File: config.mk
export PLATFORM = sky130hd
export DESIGN_NAME = tsa_free_stack
export DESIGN_NICKNAME = d
export VERILOG_FILES = /design/src/hw/rtl/assert_macros.svh /design/src/hw/rtl/tsa_pkg.sv /design/src/hw/rtl/tsa_ram.sv /design/src/hw/rtl/tsa_free_stack.sv
export SDC_FILE = /design/constraint.sdc
export NUM_CORES = 1
export LEC_CHECK = 0
export BUFFER_PORTS_ARGS = -buffer_cell sky130_fd_sc_hd__buf_4
export CORE_MARGIN = 1.5
export CORE_UTILIZATION = 50
export CTS_CLUSTER_SIZE = 25
export DETAILED_ROUTE_END_ITERATION = 10
export PLACE_DENSITY = 0.63
export SETUP_SLACK_MARGIN = 0.02
export SYNTH_ARGS = -nofsm -noshare
export SYNTH_HDL_FRONTEND = slang
export SYNTH_SLANG_ARGS = --single-unit
File: constraint.sdc
create_clock -name i_clk -period 4.6 [get_ports i_clk]
set_input_delay 0.92 -clock i_clk [delete_from_list [all_inputs] [get_ports i_clk]]
set_output_delay 0.92 -clock i_clk [all_outputs]
set_load 0.05 [all_outputs]
File: src/hw/rtl/assert_macros.svh
// Assertion helpers shared by the RTL files.
// Each macro takes a label, the clock, the active-low reset and the checked terms.
`ifndef ASSERT_MACROS_SVH
`define ASSERT_MACROS_SVH

`ifndef NO_ASSERTIONS

// Checks a condition at every clock edge outside reset.
`define ASSERT_ALWAYS(label, clk, rst_n, expr) \
    label: assert property (@(posedge clk) disable iff (!(rst_n)) (expr)) \
        else $error("assertion failed");

// Checks that a condition implies another in the same cycle.
`define ASSERT_IMPLY(label, clk, rst_n, ante, cons) \
    label: assert property (@(posedge clk) disable iff (!(rst_n)) (ante) |-> (cons)) \
        else $error("assertion failed");

// Checks that a condition implies another in the next cycle.
`define ASSERT_NEXT(label, clk, rst_n, ante, cons) \
    label: assert property (@(posedge clk) disable iff (!(rst_n)) (ante) |=> (cons)) \
        else $error("assertion failed");

`else

`define ASSERT_ALWAYS(label, clk, rst_n, expr)
`define ASSERT_IMPLY(label, clk, rst_n, ante, cons)
`define ASSERT_NEXT(label, clk, rst_n, ante, cons)

`endif

`endif

File: src/hw/rtl/tsa_pkg.sv
`timescale 1ns / 1ps

package tsa_pkg;

    // Default sizes of the table.
    localparam int SLOTS_DEF     = 64;
    localparam int ADDR_BITS_DEF = 64;

    // Fixed widths of the request and response fields.
    localparam int MODE_W   = 3;
    localparam int ADDR_W   = 64;
    localparam int IDX_W    = 6;
    localparam int CAP_W    = 7;
    localparam int STATUS_W = 2;
    localparam int TOTAL_W  = 7;
    localparam int CTR_W    = 32;

    // Request modes.
    localparam logic [MODE_W-1:0] MODE_ACQUIRE  = 3'd0;
    localparam logic [MODE_W-1:0] MODE_REL_SLOT = 3'd1;
    localparam logic [MODE_W-1:0] MODE_REL_ADDR = 3'd2;
    localparam logic [MODE_W-1:0] MODE_SET_PIN  = 3'd3;
    localparam logic [MODE_W-1:0] MODE_FIND     = 3'd4;

    // Response status codes.
    typedef enum logic [STATUS_W-1:0] {
        STS_OK     = 2'd0,
        STS_ABSENT = 2'd1,
        STS_FULL   = 2'd2,
        STS_PINNED = 2'd3
    } t_status;

    // Sequencer states.
    typedef enum logic [2:0] {
        ST_IDLE,
        ST_SCAN,
        ST_EXEC,
        ST_POP,
        ST_EMIT
    } t_state;

    // One request.
    typedef struct packed {
        logic [MODE_W-1:0] mode;
        logic [ADDR_W-1:0] address;
        logic [IDX_W-1:0]  slot_index;
        logic              pin;
    } t_req;

    // One response.
    typedef struct packed {
        logic [STATUS_W-1:0] status;
        logic [IDX_W-1:0]    slot;
        logic [TOTAL_W-1:0]  occupancy;
        logic [TOTAL_W-1:0]  pinned_total;
        logic [CTR_W-1:0]    refusal_total;
        logic [CTR_W-1:0]    acquisition_total;
    } t_rsp;

    // Control of the free-slot stack.
    typedef struct packed {
        logic clear;
        logic pop;
        logic push;
    } t_fs_ctl;

endpackage

File: src/hw/rtl/tsa_ram.sv
`timescale 1ns / 1ps

module tsa_ram #(
    parameter int WIDTH = 8,
    parameter int DEPTH = 16
) (
    input  logic                                     i_clk,
    input  logic                                     i_we,
    input  logic [((DEPTH > 1) ? $clog2(DEPTH) : 1)-1:0] i_waddr,
    input  logic [WIDTH-1:0]                         i_wdata,
    input  logic [((DEPTH > 1) ? $clog2(DEPTH) : 1)-1:0] i_raddr,
    output logic [WIDTH-1:0]                         o_rdata
);

    logic [WIDTH-1:0] r_mem [DEPTH];
    logic [WIDTH-1:0] r_rdata;

    // One write port and one registered read port.
    always_ff @(posedge i_clk) begin
        if (i_we) begin
            r_mem[i_waddr] <= i_wdata;
        end
        r_rdata <= r_mem[i_raddr];
    end

    assign o_rdata = r_rdata;

endmodule

File: src/hw/rtl/tsa_free_stack.sv
`timescale 1ns / 1ps

module tsa_free_stack
    import tsa_pkg::*;
#(
    parameter int SLOTS     = SLOTS_DEF,
    parameter int CAP_RESET = SLOTS_DEF
) (
    input  logic                                 i_clk,
    input  logic                                 i_rst_n,
    input  t_fs_ctl                              i_ctl,
    input  logic [$clog2(SLOTS + 1)-1:0]         i_cap,
    input  logic [((SLOTS > 1) ? $clog2(SLOTS) : 1)-1:0] i_push_slot,
    output logic [$clog2(SLOTS + 1)-1:0]         o_top,
    output logic [((SLOTS > 1) ? $clog2(SLOTS) : 1)-1:0] o_pop_slot
);

    localparam int SW    = (SLOTS > 1) ? $clog2(SLOTS) : 1;
    localparam int CNT_W = $clog2(SLOTS + 1);

    logic [CNT_W-1:0] r_top;
    logic [CNT_W-1:0] r_low;
    logic             r_imp;
    logic [SW-1:0]    r_imp_val;
    logic [SW-1:0]    ram_rdata;
    logic [SW-1:0]    top_m1;

    // Positions below the low-water mark have not been written since the
    // last clear, so they still hold their refill value of cap - 1 - position.
    assign top_m1 = SW'(r_top - CNT_W'(1));

    always_ff @(posedge i_clk) begin
        if (!i_rst_n) begin
            r_top <= CNT_W'(CAP_RESET);
            r_low <= CNT_W'(CAP_RESET);
        end else if (i_ctl.clear) begin
            r_top <= i_cap;
            r_low <= i_cap;
        end else if (i_ctl.pop) begin
            r_top <= r_top - CNT_W'(1);
            if (r_top <= r_low) begin
                r_low <= r_top - CNT_W'(1);
            end
        end else if (i_ctl.push && (int'(r_top) < SLOTS)) begin
            r_top <= r_top + CNT_W'(1);
        end
        // Remember whether the popped entry comes from the refill pattern.
        if (i_ctl.pop) begin
            r_imp     <= (r_top <= r_low);
            r_imp_val <= SW'(i_cap - r_top);
        end
    end

    tsa_ram #(
        .WIDTH (SW),
        .DEPTH (SLOTS)
    ) u_stack_ram (
        .i_clk   (i_clk),
        .i_we    (i_ctl.push && (int'(r_top) < SLOTS)),
        .i_waddr (SW'(r_top)),
        .i_wdata (i_push_slot),
        .i_raddr (top_m1),
        .o_rdata (ram_rdata)
    );

    assign o_top      = r_top;
    assign o_pop_slot = r_imp ? r_imp_val : ram_rdata;

endmodule

# Word-level counts from Yosys, hierarchy flattened
# Memories as Yosys holds them, arrays and structs flattened. A register that Yosys moved wholly into a read port is not among the register bits.
# Cells that the tools add are included.
[word_totals]
regBits = 21
mem_bits_rw = 384
in_bits = 18
output_inout_bits = 13
wordCells = 24
mem_count = 1
[memory_table]
columns = ["memory", "words", "width", "rd", "rd_clocked_by_memory_dff", "write_ports", "line_no", "source"]
rows = [
  ["u_stack_ram.r_mem", 64, 6, 1, 1, 1, "tsa_ram.sv:15", "logic [WIDTH-1:0] r_mem [DEPTH];"],
]
[classes]
addsub = 3
n_lt_le_gt_ge = 2
muxes = 9
reduce_logical = 5
[ops]
columns = ["cell", "n"]
rows = [
  ["2-to-1 mux 7 bit", 6],
  ["adder 7 x 1 -> 7 bit, second input constant", 1],
  ["less-or-equal comparator 7 bit", 1],
  ["less-than comparator 7 bit, second input constant", 1],
  ["subtractor 7 x 1 -> 7 bit, second input constant", 1],
  ["2-to-1 mux 6 bit", 1],
  ["subtractor 6 bit", 1],
  ["nonzero test 2 bit", 2],
  ["nonzero test 3 bit", 1],
  ["2-to-1 mux 1 bit", 2],
  ["AND reduction 2 bit", 1],
  ["logical AND 1 bit", 1],
]

# Longest topological paths before layout
[logic_depth]
depth_word = 5
ltp_mapped = 13
depth_no_buf = 8

# Modules after synthesis
# From an unflattened synthesis, not the netlist that was laid out.
[unflattened]
cells_unflattened = 900
hier_area_um2 = 16842.4
[modules_own_cells]
columns = ["mod", "instances", "cells_per_inst", "area_per_inst_um2", "seq_area_each_um2"]
rows = [
  ["tsa_ram", 1, 720, 15225.9, 11651.2],
  ["tsa_free_stack", 1, 180, 1616.6, 490.5],
]

# Worst setup path after synthesis
# OpenSTA, ideal clock, no wires.
[synth_timing]
path_kind = "register to register"
from = "register r_top[0] (netlist: o_top[0])"
to = "register u_stack_ram.r_rdata[2] (netlist: u_stack_ram.o_rdata[2]) (read register of u_stack_ram.r_mem)"
t_arrival_ns = 3.241
t_required_ns = 4.478
setup_slack_ns = 1.237
path_stages_with_launch = 12
n_path_buf = 5
period_less_slack_ns = 3.363
cell_sequence = "dfxtp_1 buf_6 buf_4 buf_2 inv_1 ha_1 buf_2 clkbuf_1 mux4_2 mux4_2 a22oi_1 o21ai_1"
[synth_via]
elab_chain_len = 1
[synth_lines]
columns = ["element", "line_no", "source"]
rows = [
  ["from (decl)", "tsa_free_stack.sv:21", "logic [CNT_W-1:0] r_top;"],
  ["from (signal assigned)", "tsa_free_stack.sv:34", "r_top <= CNT_W'(CAP_RESET);"],
  ["from (signal assigned)", "tsa_free_stack.sv:37", "r_top <= i_cap;"],
  ["from (signal assigned)", "tsa_free_stack.sv:40", "r_top <= r_top - CNT_W'(1);"],
  ["subtractor 7 x 1 -> 7 bit", "n/a", ""],
  ["to (decl)", "tsa_ram.sv:16", "logic [WIDTH-1:0] r_rdata;"],
]
# No other way between the ends.
# A chain may end at the register's enable or synchronous reset.

# Worst setup path after layout
[layout_timing]
from = "register r_top[1] (netlist: o_top[1])"
to = "register u_stack_ram.r_rdata[4] (netlist: u_stack_ram.o_rdata[4]) (read register of u_stack_ram.r_mem)"
# Same word-level chain as after synthesis.

==> results.py <==
metrics = {
    "run_status": {
        "outcome": "complete, no violations",
    },
    "min_path": {
        "hold_depth": 2,
        "holdPathEnd": "r_low[3]",
        "hold_class": "register to register",
        "min_from": "r_low[3]",
    },
    "detailed_routing": {
        "routedWlPerCell_um": 25.4,
        "drt-total-wl_um": 35800,
        "via_per_inst": 5.95,
        "drc": 0,
        "dr.pass1.iters": 7,
        "drtIter0Drc": 793,
        "num_vias": 8396,
        "antenna_left": 0,
    },
    "placed_design": {
        "dp_hpwl_um": 21600,
        "gp_congestion": 0.827,
        "portBuffers": 30,
        "dp.cells": 1334,
        "place_area_mm2": 0.0174,
    },
    "logic_synthesis": {
        "yosysTopAreaCellShare": 0.702,
        "synth-seq-cells": 411,
        "async_flop_share": 0,
        "syn-num-nets": 936,
        "yosysTopAreaCell": "edfxtp_1",
        "ys.flop_type": "edfxtp_1",
        "netlist_area_mm2": 0.0167,
        "ys_top_cells_by_area": "edfxtp_1 (70%), mux4_2 (15%), dfxtp_1 (2.4%)",
        "ys_warn_count": 0,
        "synth.top_cells.by_count": "edfxtp_1 (391), mux4_2 (108), nor2_1 (83)",
        "synth.yosys.seq_area_share": 0.726,
        "synth_area_per_cell_um2": 18.5,
        "yosysMostFrequentCell": "edfxtp_1",
        "syn_inst": 903,
        "synth_edf_count": 391,
        "synth_cell_type_count": 53,
    },
    "worst_setup_path": {
        "cp_max_fo": 51,
        "cp-start-kind": "register",
        "rr_startpoint": "o_top[1]",
        "r2r-end": "u_stack_ram.o_rdata[4]",
        "required_ns": 5.02,
        "worstPathArrival_ns": 3.81,
        "end_kind": "register",
        "critical-path-top-delay-family": "adder cells",
        "slowest_delay_ns": 0.84,
        "ff2ff_path_depth": 7,
        "rrSetupSlack_ns": 1.21,
        "worst-path-buf-inv": 2,
        "critPathSlowestCell": "ha_4",
        "critical_path_class": "register to register",
        "crit_chain": "inv_1, ha_4, buf_4, mux4_2, mux2i_1, a32o_1, o21ai_1",
    },
    "clock_tree": {
        "cts_max_level": 2,
        "cts_hold_buf": 0,
        "clk_latency_ns": 0.55,
        "cts.path.max_buffers": 3,
        "post_cts_resized": 0,
        "clock-sinks": 411,
        "post-cts-setup-buffer-count": 0,
        "path_clk_slew_ns": 0.07,
        "root_buffer": "clkbuf_16",
        "cts_tree": "built",
        "cts_inserted_buffers": 42,
    },
    "floorplan": {
        "die_h_um": 186,
        "core_mm2": 0.0327,
        "die-area_mm2": 0.0346,
        "start_util": 0.512,
        "fp-row-count": 66,
        "die_w_um": 186,
        "io_pins": 31,
    },
    "sta": {
        "fin_skew_ns": 0.0233,
        "final.min_clock_period_ns": 3.39,
        "slew-limit-headroom": 0.317,
        "rsz0062_at_grt": "false",
        "hold_viol_final": 0,
        "tns_ns": 0,
        "maxSlewViolCount": 0,
        "max_freq_mhz": 295,
        "tightest_slew_ns": 1.02,
        "finalCritPeriodShare": 0.737,
        "setup_viol": 0,
    },
    "grt": {
        "grt_overflow": 0,
        "grt.total_usage": 0.217,
        "grt_pass1_vias": 8415,
        "antenna_found_initial": 0,
        "grt_pass1_wl_um": 53500,
        "grt_max_degree": 109,
    },
    "pwr": {
        "ir_drop_v": 0.000254,
        "p_leak_nw": 5.84,
        "powerDensity_mw_per_mm2": 453,
    },
    "layout": {
        "regArea_mm2": 0.0121,
        "diodes": 0,
        "area_delta_synth_final_pct": 11.4,
        "fin_area_mm2": 0.0186,
        "multiInputGateArea_mm2": 0.00431,
        "fill_cells": 2464,
        "final_layout_size_suffix_gt1_frac": 0.229,
        "fin_cells": 1410,
        "nNetsFinal": 969,
    },
    "flow_run": {
        "cap_violations": 0,
    },
}
worst max path at each step:
| stage | startpoint | end | slack (ns) | cells after the start |
|---|---|---|---|---|
| global route | o_top[1] | u_stack_ram.o_rdata[4] | 1.08 | 7 |
| floorplan | o_top[0] | u_stack_ram.o_rdata[2] | 1.24 | 11 |
| detailed placement | o_top[1] | u_stack_ram.o_rdata[4] | 1.18 | 7 |
| CTS | o_top[1] | u_stack_ram.o_rdata[4] | 1.17 | 7 |
| global placement | o_top[1] | u_stack_ram.o_rdata[4] | 1.26 | 7 |
| finish | o_top[1] | u_stack_ram.o_rdata[4] | 1.21 | 7 |
metal layers:
layer / track usage / share of wire / vias to the layer above
met3: 0.0368 / 0.064 / 80
met1: 0.318 / 0.44 / 4326
li1: - / - / 3679
met2: 0.334 / 0.47 / 311
met5: 0 / 0 / -
met4: 0.0732 / 0.032 / 0
worst min-delay path, delay by kind of cell, from the launching register on:
family	cells	cell delay [ns]
flops	1	0.31
simple gates	1	0.06
compound gates	1	0.07
kinds of logic (layout without fill, tap and decap cells):
family / after synthesis / in the layout / synth area share
flip-flops: 411 / 411 / 0.726
AND/OR/NAND/NOR: 213 / 213 / 0.0560
multiplexers: 120 / 120 / 0.153
buffers and inverters: 66 / 131 / 0.0190
AO/OA/AOI/OAI: 62 / 62 / 0.0255
XOR/XNOR: 16 / 16 / 0.00927
adder cells (fa/ha/maj): 15 / 15 / 0.0117
power breakdown:
part	switching, W	internal, W	leakage (nW)	total, W
sequential	0.0000605	0.00415	3.69	0.00422
clock	0.00138	0.00180	0.626	0.00318
combinational	0.000638	0.000416	1.53	0.00105
state kept, by name, indices dropped and copies added (netlist names):
register	flops
o_top	7
r_imp	1
u_stack_ram.o_rdata	6
u_stack_ram.r_mem	384
r_imp_val	6
r_low	7
placed cells by master (no fill, tap or decap), drive strengths merged, types with 3 or more instances in the layout:
| cell type | netlist | final |
|---|---|---|
| mux4 | 108 | 108 |
| ha | 14 | 14 |
| or2 | 3 | 3 |
| a21o | 4 | 4 |
| buf | 24 | 37 |
| nor3 | 6 | 6 |
| nand2b | 4 | 4 |
| a31oi | 3 | 3 |
| nand4 | 4 | 4 |
| nand3 | 40 | 40 |
| o211ai | 5 | 5 |
| inv | 17 | 19 |
| clkbuf | 24 | 50 |
| nor2 | 83 | 83 |
| mux2i | 6 | 6 |
| nand2 | 58 | 58 |
| and2 | 5 | 5 |
| clkinvlp | 0 | 3 |
| a22oi | 6 | 6 |
| a32o | 6 | 6 |
| edfxtp | 391 | 391 |
| mux2 | 6 | 6 |
| nor2b | 4 | 4 |
| o21ai | 17 | 17 |
| clkinv | 1 | 20 |
| o21a | 3 | 3 |
| xnor2 | 14 | 14 |
| dfxtp | 20 | 20 |
| a21oi | 8 | 8 |
per-stage QoR:
stage / setup slack (ns) / total power [W] / hold slack (ns) / utilization
floorplan: 1.24 / 0.00499 / 0.468 / -
global placement: 1.26 / 0.00535 / 0.479 / 0.531
detailed placement: 1.18 / 0.00536 / 0.490 / 0.531
CTS: 1.17 / 0.00853 / 0.499 / 0.570
global route: 1.08 / 0.00873 / 0.507 / 0.570
finish: 1.21 / 0.00845 / 0.497 / 0.570
final cells by class:
class / instances / share of cell area
well taps: 442 / 0.0297
inverters: 18 / 0.00362
flip-flops and latches: 411 / 0.651
clock inverters: 26 / 0.0108
repair buffers: 37 / 0.0156
multi-input cells: 426 / 0.231
clock buffers: 50 / 0.0580
Power figures use the tool's default switching activity.
