File: config.mk
export PLATFORM = sky130hd
export DESIGN_NAME = tsa_ram
export DESIGN_NICKNAME = d
export VERILOG_FILES = /design/src/hw/rtl/assert_macros.svh /design/src/hw/rtl/tsa_ram.sv
export SDC_FILE = /design/constraint.sdc
export NUM_CORES = 1
export LEC_CHECK = 0
export BUFFER_PORTS_ARGS = -buffer_cell sky130_fd_sc_hd__buf_2
export CAP_MARGIN = 20
export CORE_ASPECT_RATIO = 1.1
export CORE_MARGIN = 5
export CORE_UTILIZATION = 49
export CTS_CLUSTER_DIAMETER = 80
export DETAILED_ROUTE_END_ITERATION = 10
export GPL_ROUTABILITY_DRIVEN = 0
export PLACE_DENSITY = 0.7
export RECOVER_POWER = 100
export SYNTH_ARGS = -nofsm -noshare
export SYNTH_HDL_FRONTEND = slang
export SYNTH_SLANG_ARGS = --single-unit
File: constraint.sdc
create_clock -name i_clk -period 2.9 [get_ports i_clk]
set_input_delay 0.29 -clock i_clk [delete_from_list [all_inputs] [get_ports i_clk]]
set_output_delay 0.29 -clock i_clk [all_outputs]
set_load 0.03 [all_outputs]
File: src/hw/rtl/assert_macros.svh
// Assertion helpers shared by the RTL files.
// Each macro takes a label, the clock, the active-low reset and the checked terms.
`ifndef ASSERT_MACROS_SVH
`define ASSERT_MACROS_SVH

`ifndef NO_ASSERTIONS

// Checks a condition at every clock edge outside reset.
`define ASSERT_ALWAYS(label, clk, rst_n, expr) \
    label: assert property (@(posedge clk) disable iff (!(rst_n)) (expr)) \
        else $error("assertion failed");

// Checks that a condition implies another in the same cycle.
`define ASSERT_IMPLY(label, clk, rst_n, ante, cons) \
    label: assert property (@(posedge clk) disable iff (!(rst_n)) (ante) |-> (cons)) \
        else $error("assertion failed");

// Checks that a condition implies another in the next cycle.
`define ASSERT_NEXT(label, clk, rst_n, ante, cons) \
    label: assert property (@(posedge clk) disable iff (!(rst_n)) (ante) |=> (cons)) \
        else $error("assertion failed");

`else

`define ASSERT_ALWAYS(label, clk, rst_n, expr)
`define ASSERT_IMPLY(label, clk, rst_n, ante, cons)
`define ASSERT_NEXT(label, clk, rst_n, ante, cons)

`endif

`endif

File: src/hw/rtl/tsa_ram.sv
`timescale 1ns / 1ps

module tsa_ram #(
    parameter int WIDTH = 8,
    parameter int DEPTH = 16
) (
    input  logic                                     i_clk,
    input  logic                                     i_we,
    input  logic [((DEPTH > 1) ? $clog2(DEPTH) : 1)-1:0] i_waddr,
    input  logic [WIDTH-1:0]                         i_wdata,
    input  logic [((DEPTH > 1) ? $clog2(DEPTH) : 1)-1:0] i_raddr,
    output logic [WIDTH-1:0]                         o_rdata
);

    logic [WIDTH-1:0] r_mem [DEPTH];
    logic [WIDTH-1:0] r_rdata;

    // One write port and one registered read port.
    always_ff @(posedge i_clk) begin
        if (i_we) begin
            r_mem[i_waddr] <= i_wdata;
        end
        r_rdata <= r_mem[i_raddr];
    end

    assign o_rdata = r_rdata;

endmodule

== Word-level counts from Yosys, hierarchy flattened ==
Memories as Yosys holds them, arrays and structs flattened. A register that Yosys moved wholly into a read port is not among the register bits.
Cells that the tools add are included.
Widths: inputs -> output; s select.

* Output and inout port bits: 8
* Bits in registers: 0
* Bits in writable memories: 128
* Word-level logic and storage cells: 3
* Memories: 1
* Input bits: 18

{| class="wikitable"
|+ Memories
! memory !! depth !! bits a word !! read ports !! clocked after Yosys merged registers in !! write ports !! line !! RTL
|-
| r_mem || 16 || 8 || 1 || 1 || 1 || tsa_ram.sv:15 || <nowiki>logic [WIDTH-1:0] r_mem [DEPTH];</nowiki>
|}

* Mux-type cells: 2

{| class="wikitable"
|+ Operators by type and width
! cell !! number
|-
| $mux 1 || 2
|}

== Depth between registers and ports, before layout ==
Gate-level depths: netlist (run 1).

* Depth in word-level cells: 2
* Mapped depth: 5
* Gate-level depth less buffers: 3

== Least setup slack after synthesis (run 1) ==
Ideal clock, no wire load.

* Kind: input to register
* Start point: input port i_waddr[2] (netlist name)
* End point: memory r_mem[0][0], enable pin
* Cell stages on the path: 2
* Setup slack: 1117 ps
* Arrival time: 1400 ps
* Path buffers: 0
* Library setup time: 383 ps
* Data required time: 2517 ps
* Path through: or3b_2 nor3_1

{| class="wikitable"
|+ RTL lines
! what !! line !! RTL
|-
| start: declaration || tsa_ram.sv:9 || <nowiki>input logic [((DEPTH > 1) ? $clog2(DEPTH) : 1)-1:0] i_waddr,</nowiki>
|-
| end: declaration || tsa_ram.sv:15 ||
|}

Straight into the memory's write port.

==> results.tsv, run 1 <==
stage	metric	value	unit
run_status	status	finished clean	
sta	skew	0.006338	ns
setup_path	cp-end-kind	flip-flop	
floorplan	initial_utilization	49.76	%
sta	hold-worst-slack	0.3929	ns
sta	grt_setup_unrepaired	false	
sta	maxSlewViolCount	0	
setup_path	crit_fanout	17	
clocking	cts_tree	built	
yosys	avgSynthCellArea	22.48	µm²
setup_path	r2r-start	r_mem[2][2]	
setup_path	cp_top_family	buffers and inverters	
setup_path	regToRegSetupSlack	1.49	ns
power_and_ir_drop	powerDensity	768.6	nW/µm²
placement	port_buffers	25	
global_routing	grt_max_degree	33	
floorplan	rows	39	
setup_path	rr_endpoint	o_rdata[2]	
floorplan	fp.dieH	117.5	µm
drt	drt-initial-drc-count	152	
setup_path	worstPathCellList	buf_2 -> clkbuf_2 -> mux4_1 -> a22oi_1 -> nand2_1	
yosys	yosys.area.top_type	edfxtp_1	
drt	drcViolationCount	0	
layout	synthToLayoutAreaGrowth	16.33	%
floorplan	dieArea	12660	µm²
layout	nets	290	
yosys	netlist_top_cells_area	edfxtp_1 (75%), mux4_2 (7.9%), mux4_1 (7.1%)	
clocking	cts_buffers	17	
clocking	cts_sinks	136	
layout	n_antenna_cell	0	
sta	relSlewSlack	35.89	%
global_routing	grt_overflow	0	
setup_path	criticalPathCategory	in -> reg	
yosys	synth_ff_type	edfxtp_1	
drt	wl_per_cell	21.56	µm
sta	setup_tns	0	ns
global_routing	track_usage	15.83	%
sta	period_needed	1.911	ns
sta	hold_violations	0	
yosys	synth_edf_count	128	
drt	final_antenna_net_count	0	
setup_path	slowest_delay	0.64	ns
yosys	yosys_warnings	0	
setup_path	reg2reg_depth	3	
drt	drt_first_pass_iters	4	
clocking	clk_pin_slew	0.06	ns
layout	layout-drive-gt1-share	19.65	%
yosys	seq_area_frac_synth	77.78	%
floorplan	pin_count	26	
power_and_ir_drop	p_leak	1.954	nW
clocking	clock-root-buffer	clkbuf_16	
layout	fillCellCount	786	
min_path	holdPathEnd	r_mem[8][6]	
global_routing	grt_pass1_wl	14.21	mm
clocking	post_cts_resized	0	
yosys	synth_cells	229	
clocking	htreeDepth	4	
sta	fmax	523.2	MHz
setup_path	required	3.20	ns
global_routing	antenna_found_initial	0	
yosys	ys_ff_latch	136	
yosys	synthDistinctLibCells	19	
floorplan	chipWidth	107.7	µm
sta	setup_viol	0	
min_path	hold_start	i_wdata[6]	
clocking	cts_hold_buf	0	
flow_run	cap_violations	0	
floorplan	core_area	10340	µm²
yosys	synth_common_cells	edfxtp_1 (128), mux4_2 (18), a22oi_1 (16)	
placement	hpwl	5.830	mm
clocking	postCtsSetupRepairBufs	0	
global_routing	first_global_vias	2444	
min_path	hold_class	in -> reg	
yosys	syn_nets	247	
setup_path	cp-start-kind	input port	
yosys	ys_async_sr_fraction	0	%
setup_path	cp_data_arrival_time	2.21	ns
drt	routed_wl	9.227	mm
setup_path	critPathBufInv	2	
yosys	synth_top_area_share	74.67	%
drt	routed_via_density	5.479	
min_path	hold-path-cell-count	1	
sta	tightest_slew	0.9581	ns
yosys	syn_area	5147	µm²
power_and_ir_drop	ir_drop	337.4	µV
setup_path	slowest_stage	mux4_1	
clocking	clk_latency	0.41	ns
clocking	ctsLongestPathBuffers	2	
yosys	yosysMostFrequentCell	edfxtp_1	
drt	vias	2345	
sta	period_share	65.91	%
[layout by cell type, fill, tap and decap left out]
master / instances
nand3b_1: 2
mux4_1: 14
buf_2: 7
clkinv_1: 2
clkbuf_16: 17
clkinv_2: 4
nand2b_1: 2
bufinv_16: 4
nor3_1: 4
clkinv_4: 3
nand3_1: 1
clkbuf_1: 27
nor2_1: 13
edfxtp_1: 128
a22oi_1: 16
nand2_1: 9
dfxtp_1: 8
and2b_1: 1
nor2b_1: 1
and2_1: 1
clkbuf_2: 1
mux4_2: 18
clkinvlp_4: 1
or3b_2: 1
[worst reg2reg max path: stages, from the launching register on]
cell      delay [ns]
edfxtp_1        0.37
mux4_1          0.49
a22oi_1         0.35
nand2_1         0.09
[how the worst max path moves through the flow]
stage | from | to | cells past startpoint
final | i_raddr[0] | o_rdata[3] | 5
after global routing | i_raddr[0] | o_rdata[5] | 5
after CTS | i_raddr[0] | o_rdata[3] | 5
after detailed placement | i_raddr[0] | o_rdata[3] | 5
after global placement | i_raddr[0] | o_rdata[4] | 5
after floorplan | i_waddr[2] | r_mem[0][0] | 2
[final cells by class]
type / instances / area (µm²) / area share, %
Sequential cell: 136 / 4004 / 66.86
Multi-Input combinational cell: 83 / 1057 / 17.66
Clock buffer: 18 / 429.2 / 7.167
Clock inverter: 14 / 181.4 / 3.030
Tap cell: 143 / 178.9 / 2.988
Timing Repair Buffer: 34 / 137.6 / 2.298
[layer usage]
metal	track usage (%)	vias up	wire (µm)
li1	-	1058	-
met4	7.340	0	181
met1	20.64	1191	3765
met3	4.169	18	583
met5	0	-	0
met2	24.88	78	4697
[metrics by stage]
step	worst slack, ns	instance area [µm²]	utilization, %	total power [mW]	std cells
after global routing	0.7541	5988	57.89	4.758	428
after floorplan	1.117	5147	-	2.386	229
final	0.9885	5988	57.89	4.603	428
after global placement	0.7555	5433	52.52	2.460	396
after detailed placement	0.6992	5433	52.52	2.467	396
after CTS	1.153	6043	58.42	4.654	428
[logic make-up (layout without fill, tap and decap cells)]
logic type             count (synthesis)  in the layout  synth area share [%]
and+or+nand+nor                       35             35                 3.184
buffers and inverters                 10             66                 1.677
muxes                                 32             32                 15.02
DFF                                  136            136                 77.78
AOI/OAI and AO/OA                     16             16                 2.334
[power breakdown]
group / internal [mW] / total, mW / leakage [nW] / switching, mW
clock: 1.43 / 2.19 / 0.298 / 0.759
sequential: 2.20 / 2.21 / 1.22 / 0.0110
combinational: 0.0733 / 0.207 / 0.432 / 0.133
total: 3.70 / 4.60 / 1.95 / 0.903
[state kept, by name, summed over array words and instances (netlist names)]
name     flops
r_mem      128
o_rdata      8
(Power assumes the default switching activity.)
==> run 2: changes to the inputs <==
ABC_AREA = 1   (was default)
PLACE_DENSITY = 0.72   (was 0.7)
clock period = 1.72 ns   (was 2.9 ns; I/O delays follow)
==> run 2 against run 1 <==
Non-clock buffer count is 10 higher. Utilization shrank 0.41 points. Combinational power up 130%. Flip-flop and latch count stayed put. Wire length rose by 38%. Clock-buffer cell count shrank 1. Register-to-register slack got worse by 0.80 ns. Critical path type is now reg -> out. Critical endpoint is now o_rdata[3]. Largest cell class unchanged. Highest routed layer unchanged.
==> results.tsv, run 2 <==
stage	metric	value	unit	change
power_and_ir_drop	power	7.901	mW	+72%
clocking	postCtsSetupRepairBufs	0		unchanged
layout	largest_register_ffs	128		unchanged
drt	wl_per_cell	16.97	µm	-21%
clocking	clock-root-buffer	clkbuf_16		
setup_path	cp-endpoint	o_rdata[3]		
setup_path	critPathBufInv	1		-1
clocking	clk_pin_slew	0.06	ns	about the same
power_and_ir_drop	intPower	6.220	mW	+68%
yosys	synthDistinctLibCells	12		-7
drt	drt-initial-drc-count	268		+76%
sta	period_needed	1.326	ns	
yosys	seq_area_frac_synth	69.43	%	-8.4 points
clocking	cts_tree	built		
layout	fillCellCount	972		+24%
placement	post-place-ws	0.2885	ns	-0.4107 ns
setup_path	cp_top_family	flip-flops		
clocking	cts_hold_buf	0		unchanged
setup_path	rr_endpoint	o_rdata[4]		
clocking	clk_latency	0.41	ns	about the same
sta	period_share	77.11	%	
yosys	synth_ff_type	edfxtp_1		
power_and_ir_drop	clock_power_share	46.8	%	-0.7 points
run_status	status	finished clean		
placement	hpwl	7.597	mm	+30%
yosys	syn_nets	569		+130%
clocking	ctsLongestPathBuffers	2		unchanged
setup_path	slowest_delay	0.39	ns	-0.25 ns
floorplan	pin_count	26		unchanged
sta	fmax	754.0	MHz	
global_routing	first_global_vias	3643		+49%
setup_path	r2r-start	r_mem[10][4]		
yosys	yosysMostFrequentCell	nand2_1		
setup_path	regToRegSetupSlack	0.69	ns	-0.80 ns
drt	drcViolationCount	0		unchanged
setup_path	cp-end-kind	output port		
global_routing	grt_max_degree	65		+97%
sta	tightest_slew	0.9611	ns	+0.002982 ns
sta	grt_setup_unrepaired	false		
floorplan	core_area	11490	µm²	+11%
min_path	hold_start	i_raddr[3]		
drt	routed_via_density	5.066		-7.5%
power_and_ir_drop	swShare	21.28	%	+1.7 points
global_routing	grt_pass1_wl	19.89	mm	+40%
yosys	syn_area	5767	µm²	+12%
layout	synthToLayoutAreaGrowth	14.54	%	
setup_path	crit_cells	1		-4
sta	maxSlewViolCount	0		unchanged
yosys	synth_top_area_share	66.65	%	-8.0 points
layout	largest-register	r_mem		
global_routing	track_usage	19.54	%	+3.7 points
clocking	cts_sinks	136		unchanged
drt	vias	3815		+63%
yosys	ys_ff_latch	136		unchanged
setup_path	slowest_stage	dfxtp_1		
sta	skew	0.006312	ns	-0.00002590 ns
sta	finalWorstSetupSlack	0.3937	ns	-0.5949 ns
power_and_ir_drop	combPwrFrac	5.9	%	+1.4 points
power_and_ir_drop	p_leak	2.786	nW	+43%
layout	nets	608		+110%
layout	layout_commonest_cell	nand2_1		
floorplan	dieArea	14040	µm²	+11%
sta	hold_violations	0		unchanged
layout	layout-drive-gt1-share	6.302	%	-13 points
placement	port_buffers	25		unchanged
setup_path	worstPathCellList	clkbuf_1		
yosys	avgSynthCellArea	10.47	µm²	-53%
power_and_ir_drop	ir_drop	685.6	µV	+100%
sta	setup_tns	0	ns	unchanged
layout	n_antenna_cell	0		unchanged
layout	final_cell_mix	nand2_1 (173), edfxtp_1 (128), inv_1 (100)		
sta	relSlewSlack	35.93	%	+0.037 points
power_and_ir_drop	switchingPower	1.681	mW	+86%
yosys	synth_common_cells	nand2_1 (173), edfxtp_1 (128), inv_1 (100)		
flow_run	cap_violations	0		unchanged
clocking	htreeDepth	4		unchanged
setup_path	reg2reg_depth	6		+3
setup_path	cp-start-kind	flip-flop		
setup_path	cp_data_arrival_time	1.15	ns	-1.06 ns
setup_path	criticalPathCategory	reg -> out		
clocking	cts_buffers	17		unchanged
floorplan	rows	41		+5.1%
yosys	yosys.area.top_type	edfxtp_1		
global_routing	antenna_found_initial	0		unchanged
global_routing	grt_overflow	0		unchanged
floorplan	chipWidth	113.4	µm	+5.3%
power_and_ir_drop	powerDensity	1196	nW/µm²	+56%
drt	drt_first_pass_iters	6		+2
power_and_ir_drop	pwr-share-seq	47.3	%	-0.7 points
yosys	ys_async_sr_fraction	0	%	unchanged
setup_path	required	1.55	ns	-1.65 ns
yosys	yosys_warnings	0		unchanged
clocking	post_cts_resized	0		unchanged
yosys	synth_edf_count	128		unchanged
setup_path	crit_fanout	1		-16
floorplan	fp.dieH	123.8	µm	+5.3%
sta	setup_viol	0		unchanged
yosys	synth_cells	551		+140%
drt	routed_wl	12.78	mm	+38%
min_path	hold_class	in -> reg		
yosys	netlist_top_cells_area	edfxtp_1 (67%), nand2_1 (11%), nand3_1 (8.4%)		
floorplan	initial_utilization	50.19	%	+0.43 points
setup_path	cp-startpoint	o_rdata[3]		
drt	final_antenna_net_count	0		unchanged
run 2: per-stage QoR:
step | utilization [%] | cell area (µm²) | cells | hold slack, ns
2_1_floorplan | - | 5767 | 551 | 0.2709
3_3_place_gp | 52.92 | 6081 | 721 | 0.5508
3_5_place_dp | 52.92 | 6081 | 721 | 0.5549
4_1_cts | 58.22 | 6690 | 753 | 0.1164
5_1_grt | 57.48 | 6605 | 753 | 0.1322
6_report | 57.48 | 6605 | 753 | 0.1299
run 2: final cells by class:
| type | count | area [µm²] | area share (%) |
|---|---|---|---|
| Clock buffer | 17 | 425.4 | 6.441 |
| Timing Repair Buffer | 44 | 207.7 | 3.145 |
| Tap cell | 150 | 187.7 | 2.841 |
| Inverter | 102 | 382.9 | 5.797 |
| Clock inverter | 15 | 183.9 | 2.785 |
| Multi-Input combinational cell | 289 | 1214 | 18.37 |
| Sequential cell | 136 | 4004 | 60.62 |
run 2: routing by layer:
metal  up-vias  GRT usage (%)  wire length [µm]
li1       1851              -                 -
met1      1805          24.70              5199
met2       133          32.30              6281
met3        26          4.179               875
met4         0          9.467               422
met5         -              0                 0
run 2: logic make-up after synthesis:
| kind of cell | share of synthesized area [%] |
|---|---|
| flops | 69.43 |
| buf+inv | 9.525 |
| simple gates | 21.05 |
run 2: power groups by stage:
stage	clock (mW)	sequential (mW)	combinational, mW
2_1_floorplan	0	3.84	0.261
3_3_place_gp	0	3.80	0.472
3_5_place_dp	0	3.80	0.482
4_1_cts	3.73	3.74	0.487
5_1_grt	3.89	3.74	0.519
6_report	3.70	3.74	0.467
run 2: how the worst min path moves through the flow:
stage               slack [ns]          end  cells after the start
finish                    0.13   o_rdata[7]                      3
global route              0.13   o_rdata[3]                      3
detailed placement        0.55   o_rdata[3]                      3
global placement          0.55   o_rdata[0]                      3
CTS                       0.12   o_rdata[3]                      3
floorplan                 0.27  r_mem[0][0]                      0
run 2: worst register-to-register path: stages (launching register included):
cell      delay [ns]
edfxtp_1        0.37
inv_1           0.06
nand2_1         0.04
nand3_1         0.11
nand3_1         0.10
nand3_1         0.17
nand2_1         0.06
